[config.mk]
export PLATFORM = sky130hd
export DESIGN_NAME = rarb_ctrl
export DESIGN_NICKNAME = d
export VERILOG_FILES = /design/src/design/rarb_pkg.sv /design/src/design/rarb_ctrl.sv
export SDC_FILE = /design/constraint.sdc
export NUM_CORES = 1
export LEC_CHECK = 0
export BUFFER_PORTS_ARGS = -buffer_cell sky130_fd_sc_hd__clkbuf_2
export CAP_MARGIN = 10
export CORE_UTILIZATION = 50
export DETAILED_ROUTE_END_ITERATION = 6
export PLACE_DENSITY = 0.78
export SKIP_LAST_GASP = 1
export SLEW_MARGIN = 20
export SYNTH_ARGS = -nofsm -noshare
export SYNTH_HDL_FRONTEND = slang
export SYNTH_SLANG_ARGS = --single-unit
[constraint.sdc]
create_clock -name clock -period 9.2 [get_ports clock]
set_input_delay 1.84 -clock clock [delete_from_list [all_inputs] [get_ports clock]]
set_output_delay 1.84 -clock clock [all_outputs]
set_load 0.1 [all_outputs]
[src/design/rarb_pkg.sv]
package rarb_pkg;

   // Field widths of the request and response transactions
   localparam int unsigned BYTE_W   = 8;
   localparam int unsigned LEN_W    = 16;
   localparam int unsigned STATUS_W = 3;

   // Width for the free-space arithmetic: holds any depth up to 65536
   localparam int unsigned CALC_W = 17;

   // Opcodes
   localparam logic OP_BYTE  = 1'b0;
   localparam logic OP_DRAIN = 1'b1;

   // Response status codes
   localparam logic [STATUS_W-1:0] ST_STAGED    = 3'd0;
   localparam logic [STATUS_W-1:0] ST_COMMITTED = 3'd1;
   localparam logic [STATUS_W-1:0] ST_DISCARDED = 3'd2;
   localparam logic [STATUS_W-1:0] ST_DRAINED   = 3'd3;
   localparam logic [STATUS_W-1:0] ST_EMPTY     = 3'd4;
   localparam logic [STATUS_W-1:0] ST_OUTSIDE   = 3'd5;

   // Outcome of one accepted transaction, from the controller to the top
   typedef struct packed {
      logic [STATUS_W-1:0] status;
      logic                record_done;
      logic                rd_pending;
   } result_type;

endpackage

[src/design/rarb_ctrl.sv]
module rarb_ctrl #(
   parameter int unsigned RING_DEPTH = 4096,
   parameter int unsigned ADDR_W     = 12
) (
   input  logic                           clock,
   input  logic                           reset,
   input  logic                           fire,
   input  logic                           opcode,
   input  logic [rarb_pkg::BYTE_W-1:0]    data_byte,
   input  logic                           record_start,
   input  logic [rarb_pkg::LEN_W-1:0]     record_length,
   output rarb_pkg::result_type           result,
   output logic                           wr_en,
   output logic [ADDR_W-1:0]              wr_addr,
   output logic [rarb_pkg::BYTE_W-1:0]    wr_data,
   output logic                           rd_en,
   output logic [ADDR_W-1:0]              rd_addr
);

   localparam logic [ADDR_W-1:0] LAST_POS = ADDR_W'(RING_DEPTH - 1);
   localparam logic [rarb_pkg::CALC_W-1:0] DEPTH_C = rarb_pkg::CALC_W'(RING_DEPTH);
   localparam logic [rarb_pkg::CALC_W-1:0] ONE_C   = rarb_pkg::CALC_W'(1);

   logic [ADDR_W-1:0]          write_ff, write_in;
   logic [ADDR_W-1:0]          read_ff, read_in;
   logic [ADDR_W-1:0]          staged_ff, staged_in;
   logic [rarb_pkg::LEN_W-1:0] left_ff, left_in;
   logic                       drop_ff, drop_in;

   logic [rarb_pkg::CALC_W-1:0] w_ext, r_ext, used, free_bytes;
   logic                        fits;
   logic [rarb_pkg::LEN_W-1:0]  left_eff, left_dec;
   logic                        drop_eff;
   logic [ADDR_W-1:0]           stage_eff, stage_next, read_next;

   // Occupancy and free space of the committed ring
   always_comb begin
      w_ext = rarb_pkg::CALC_W'(write_ff);
      r_ext = rarb_pkg::CALC_W'(read_ff);
      if (write_ff >= read_ff) begin
         used = w_ext - r_ext;
      end else begin
         used = w_ext + DEPTH_C - r_ext;
      end
      free_bytes = DEPTH_C - ONE_C - used;
      fits = rarb_pkg::CALC_W'(record_length) <= free_bytes;
   end

   // Record state as seen by this transaction, after a start byte opens it
   always_comb begin
      left_eff  = left_ff;
      drop_eff  = drop_ff;
      stage_eff = staged_ff;
      if (record_start) begin
         left_eff = record_length;
         drop_eff = (record_length != '0) && !fits;
         if ((record_length != '0) && fits) begin
            stage_eff = write_ff;
         end
      end
      left_dec   = left_eff - rarb_pkg::LEN_W'(1);
      stage_next = (stage_eff == LAST_POS) ? '0 : stage_eff + ADDR_W'(1);
      read_next  = (read_ff == LAST_POS) ? '0 : read_ff + ADDR_W'(1);
   end

   // Decide the outcome and the next state
   always_comb begin
      write_in           = write_ff;
      read_in            = read_ff;
      staged_in          = staged_ff;
      left_in            = left_ff;
      drop_in            = drop_ff;
      result.status      = rarb_pkg::ST_OUTSIDE;
      result.record_done = 1'b0;
      result.rd_pending  = 1'b0;
      wr_en              = 1'b0;
      rd_en              = 1'b0;
      if (opcode == rarb_pkg::OP_DRAIN) begin
         if (read_ff == write_ff) begin
            result.status = rarb_pkg::ST_EMPTY;
         end else begin
            result.status     = rarb_pkg::ST_DRAINED;
            result.rd_pending = 1'b1;
            rd_en             = fire;
            read_in           = read_next;
         end
      end else begin
         staged_in = stage_eff;
         left_in   = left_eff;
         drop_in   = drop_eff;
         if (left_eff == '0) begin
            result.status = rarb_pkg::ST_OUTSIDE;
         end else if (drop_eff) begin
            left_in       = left_dec;
            result.status = rarb_pkg::ST_DISCARDED;
            if (left_dec == '0) begin
               drop_in            = 1'b0;
               result.record_done = 1'b1;
            end
         end else begin
            wr_en     = fire;
            staged_in = stage_next;
            left_in   = left_dec;
            if (left_dec == '0) begin
               write_in           = stage_next;
               result.status      = rarb_pkg::ST_COMMITTED;
               result.record_done = 1'b1;
            end else begin
               result.status = rarb_pkg::ST_STAGED;
            end
         end
      end
   end

   assign wr_addr = stage_eff;
   assign wr_data = data_byte;
   assign rd_addr = read_ff;

   // Advance the offsets on each accepted transaction
   always_ff @(posedge clock) begin
      if (reset) begin
         write_ff  <= '0;
         read_ff   <= '0;
         staged_ff <= '0;
         left_ff   <= '0;
         drop_ff   <= 1'b0;
      end else if (fire) begin
         write_ff  <= write_in;
         read_ff   <= read_in;
         staged_ff <= staged_in;
         left_ff   <= left_in;
         drop_ff   <= drop_in;
      end
   end

   // A commit lands the write offset on the staged end of the record
   assert property (@(posedge clock) disable iff (reset)
      fire && (result.status == rarb_pkg::ST_COMMITTED) |=> (write_ff == staged_ff))
      else $error("write offset does not match staged end after commit");

   // A discarding record never writes the ring
   assert property (@(posedge clock) disable iff (reset)
      fire && (result.status == rarb_pkg::ST_DISCARDED) |-> !wr_en)
      else $error("ring written while discarding a record");

   // An empty drain leaves the ring untouched
   assert property (@(posedge clock) disable iff (reset)
      fire && (result.status == rarb_pkg::ST_EMPTY) |-> !rd_en && !wr_en)
      else $error("ring accessed on an empty drain");

endmodule

## Word level (Yosys, flattened, before mapping)

Index checks and enable logic that the tools add are counted.

- Input bits: 29
- Output and inout port bits: 39
- Register bits after elaboration: 53

- Reductions and logical operators: 9
- Magnitude comparators: 2
- Add/subtract/negate cells: 7
- Multiplexer cells: 28
- Eq/ne operators: 3
- Bitwise operators: 4

Operators by type and width:

| cell | count |
|---|---|
| $mux 12 | 6 |
| $logic_not 16->1 | 2 |
| $mux 16 | 2 |
| $add 12x1->12 const B | 2 |
| $eq 12x12->1 const B | 2 |
| $le 16x17->1 | 1 |
| $mux 17 | 1 |
| $sub 12x17->17 const A | 1 |
| $reduce_bool 16->1 | 1 |
| $sub 16x1->16 const B | 1 |
| $mux 1 | 15 |
| $sub 14x12->15 | 1 |
| $add 12x13->14 const B | 1 |
| $sub 12x12->13 | 1 |
| $eq 12x12->1 | 1 |
| $ge 12x12->1 | 1 |
| $mux 3 | 3 |
| $reduce_and 5->1 | 1 |
| $mux 4 | 1 |
| $not 1->1 | 4 |
| $reduce_and 3->1 | 1 |
| $logic_and 1x1->1 | 2 |
| $reduce_and 2->1 | 1 |
| $logic_not 1->1 | 1 |

## Longest topological paths before layout

- Depth after elaboration: 12
- Mapped depth: 32
- Gate-level depth less buffers: 31

## Worst setup path after synthesis

Ideal clock, no wire load.

- Kind: input -> output
- From: input port record_start
- To: output port result[3] (netlist bit)
- Arrival: 9.012 ns
- Stages on the path: 13
- Slack: -1.652 ns
- Cells stage by stage: buf_2 -> buf_2 -> buf_1 -> clkbuf_1 -> mux2i_1 -> ha_1 -> or4b_4 -> a222oi_1 -> nand2_1 -> or4_1 -> clkbuf_1 -> o21ai_0 -> nor2_1

RTL lines:

| what | line | source |
|---|---|---|
| start, declared | rarb_ctrl.sv:10 | `input logic record_start,` |
| end, declared | rarb_ctrl.sv:12 | `output rarb_pkg::result_type result,` |

## Worst setup path after layout

- From: register read_ff[0] (netlist: rd_addr[0])
- To: output port wr_addr[8]

- Word-level cells in the longest chain between the ends: 7
- Elaborated cells on any way between the ends: 9

RTL lines:

| what | line | source |
|---|---|---|
| start, declared | rarb_ctrl.sv:25 | `logic [ADDR_W-1:0] read_ff, read_in;` |
| start signal, assigned | rarb_ctrl.sv:129 | `read_ff <= read_in;` |
| $sub 14x12->15, or another cell as far along | rarb_ctrl.sv:43 | `used = w_ext + DEPTH_C - r_ext;` |
| $mux 17 (*) | rarb_ctrl.sv:40 | `if (write_ff >= read_ff) begin` |
| $sub 12x17->17 (*) | rarb_ctrl.sv:45 | `free_bytes = DEPTH_C - ONE_C - used;` |
| $le 16x17->1 (*) | rarb_ctrl.sv:46 | `fits = rarb_pkg::CALC_W'(record_length) <= free_bytes;` |
| $logic_and 1x1->1 (*) | rarb_ctrl.sv:57 | `if ((record_length != '0) && fits) begin` |
| $mux 12 (*) | rarb_ctrl.sv:57 |  |
| $mux 12 (*) | rarb_ctrl.sv:54 | `if (record_start) begin` |
| end, declared | rarb_ctrl.sv:14 | `output logic [ADDR_W-1:0] wr_addr,` |

Every way passes the cells marked *; elsewhere a longest branch is shown, timed or not.

==> flow_summary.json <==
{
  "hpwl_mm": 10.7,
  "gp_congestion": 0.938,
  "core_sq_um": 9370,
  "dieArea_sq_um": 10200,
  "drt_wl_total_mm": 14.1,
  "p_per_area_nw_per_um2": 96.8,
  "min_path_type": "reg -> reg",
  "reg2reg_to": "write_ff[7]",
  "holdPathStages": 2,
  "critPathCaptureType": "output port",
  "crit_path_start": "rd_addr[0]",
  "syn_nets": 701,
  "cpMaxStageDelayCell": "a21boi_0",
  "portBuffers": 51,
  "num_vias": 5039,
  "worst_pin_slew_ps": 926,
  "hold_viol": 0,
  "vdd_drop_max_v": 0.000104,
  "fin_worst_skew_ps": 15.4,
  "cts_root_buf": "clkbuf_8",
  "cp_data_required_time_ps": 7360,
  "maxCapViolCount": 0,
  "rsz0062_at_grt": "false",
  "setup_viol": 0,
  "grt_max_degree": 54,
  "syn_to_final_growth_pct": 7.57,
  "r2r-start": "rd_addr[0]",
  "cpPeakStageDelay_ps": 530,
  "clk_latency_ps": 320,
  "async_flop_share": 0,
  "syn_area_sq_um": 4890,
  "layout-drive-gt1-share": 0.128,
  "power_mw": 0.509,
  "post_cts_buffers": 0,
  "num_rows": 35,
  "yosysSeqAreaShare": 0.217,
  "maxSlewHeadroom": 0.378,
  "clk_pin_slew_ps": 100,
  "r2r_setup_slack_ps": 1200,
  "hp-start": "drop_ff",
  "synth_area_per_cell_sq_um": 7.68,
  "antenna_found_initial": 0,
  "synth_flop_cell": "dfxtp_1",
  "wire_per_inst_um": 17.8,
  "first_pass_iters": 5,
  "cts.sink_count": 53,
  "yosys_register_bits": 53,
  "period_share": 0.913,
  "grt_pass1_vias": 4827,
  "crit_chain": "ha_1 > inv_1 > fa_1 > a21o_1 > a21oi_1 > o22ai_1 > nor2_1 > o21bai_1 > a21oi_1 > nor3_1 > o21a_1 > ha_1 > ha_1 > nand4b_1 > nor4_1 > nand4_1 > a21boi_0 > nand2_1 > a21oi_1 > inv_1 > clkbuf_2",
  "diodes": 0,
  "cts_resized": 0,
  "outcome": "finished clean",
  "syn_inst": 637,
  "placed_cell_area_sq_um": 5180,
  "grt_overflow": 0,
  "htreeDepth": 2,
  "pin_count": 68,
  "initial_core_util": 0.522,
  "setup.worst_path.class": "reg -> out",
  "hold_buffers": 0,
  "grt_pass1_wl_mm": 23.4,
  "p_leak_nw": 2.12,
  "final_nets": 730,
  "synth_edf_count": 0,
  "layout_min_cycle_time_ps": 8400,
  "first_iter_violations": 341,
  "finalMaxSlewViolations": 0,
  "vias_per_cell": 6.34,
  "fp.dieW_um": 101,
  "start_kind": "register",
  "ys.warnings.count": 0,
  "cts_buffers": 5,
  "worst_ep_arrival_time_ps": 6560,
  "cts_max_path_buffers": 2,
  "die_h_um": 101,
  "crit_fanout": 16,
  "grt.total_usage": 0.286,
  "post-route-cell-area_sq_um": 5260,
  "finalSetupTns_ps": 0,
  "drtAntennaViolNets": 0,
  "min_to": "drop_ff",
  "synth.distinct_cells": 65,
  "max_freq_ghz": 0.119,
  "reg2reg_depth": 28,
  "remaining_drc_errors": 0,
  "cts_tree": "built"
}
-- worst max path at each step --
stage,to,slack (ps),cells after the start
after floorplan,result[3],260,13
after global placement,wr_en,1330,10
after detailed placement,wr_en,1160,10
after CTS,wr_addr[8],890,21
after global routing,wr_addr[8],290,21
final,wr_addr[8],800,21
-- cells in the mapped netlist (all sizes together), types with 11 or more instances --
cell type,n,area [sq um]
nand3,30,155
mux2i,17,170
o21ai,17,85.1
nand2,43,161
a21oi,35,175
inv,33,124
and3,14,87.6
a211oi,11,82.6
nand2b,16,100
buf,15,98.8
o211ai,11,82.6
nor2,59,221
xor2,14,123
clkbuf,18,67.6
mux2,12,135
nor3,32,160
ha,34,425
xnor2,29,254
nand4,13,81.3
nand3b,11,95.1
dfxtp,53,1060
-- worst max-delay path: cells and delay by family, from the launching register on --
family	cells	cell delay, ps
buffers and inverters	3	570
DFF	1	500
adders and majority gates	4	1190
AOI/OAI and AO/OA	8	2200
and+or+nand+nor	6	1790
-- flip-flops by register name, summed over array words and instances (netlist names) --
| signal | cells |
|---|---|
| rd_addr | 12 |
| drop_ff | 1 |
| write_ff | 12 |
| left_ff | 16 |
| staged_ff | 12 |
-- where the power goes --
| group | internal (mW) | switching [mW] |
|---|---|---|
| logic | 0.0415 | 0.0843 |
| clock network | 0.0601 | 0.0817 |
| registers | 0.235 | 0.00670 |
-- layout by cell type (no fill, tap or decap), types with 6 or more instances in the layout --
cell | synthesis | final
a22oi_1 | 10 | 10
xor2_1 | 14 | 14
nand3b_1 | 10 | 10
a21oi_1 | 35 | 35
nor4_1 | 7 | 7
nand4_1 | 13 | 13
and3_1 | 14 | 14
clkbuf_2 | 0 | 51
clkbuf_8 | 0 | 6
nor3b_1 | 9 | 9
xnor2_1 | 29 | 29
nor3_1 | 32 | 32
or4_1 | 7 | 7
ha_1 | 34 | 34
o22ai_1 | 7 | 7
or3_1 | 8 | 8
o211ai_1 | 11 | 11
nand3_1 | 29 | 29
mux2i_1 | 17 | 17
nor2b_1 | 7 | 7
inv_1 | 33 | 33
nor2_1 | 59 | 59
nand2b_1 | 16 | 16
nand2_1 | 43 | 43
a211oi_1 | 11 | 11
mux2_2 | 12 | 12
dfxtp_1 | 53 | 53
o21ai_0 | 17 | 16
-- metrics by stage --
step                std cells   util  worst slack, ps  hold WS, ps
finish                    795  0.562              801          469
floorplan                 637      -              259          432
global route              795  0.562              287          505
global placement          788  0.552             1330          444
detailed placement        788  0.552             1160          454
CTS                       795  0.562              892          468
-- cells by family after synthesis --
| logic type | after synthesis | share of synthesized area |
|---|---|---|
| AND/OR/NAND/NOR | 273 | 0.299 |
| AO/OA/AOI/OAI | 138 | 0.194 |
| buffers and inverters | 66 | 0.0593 |
| flip-flops | 53 | 0.217 |
| XOR/XNOR | 43 | 0.0770 |
| adder cells (fa/ha/maj) | 35 | 0.0910 |
| multiplexers | 29 | 0.0624 |
-- routing by layer --
metal,up-vias,routed length [um],track usage
li1,2394,-,-
met4,0,376,0.100
met1,2402,6110,0.371
met3,37,830,0.0319
met5,-,0,0
met2,206,6810,0.492
-- area by class of cell --
class                   instances  area, sq um
clock buffers                   7         86.3
fillers                       905         4110
inverters                      33          124
multi-input cells             518         3540
flip-flops and latches         53         1060
well taps                     129          161
repair buffers                 55          285
No activity file was read; power rests on OpenSTA's default activity.
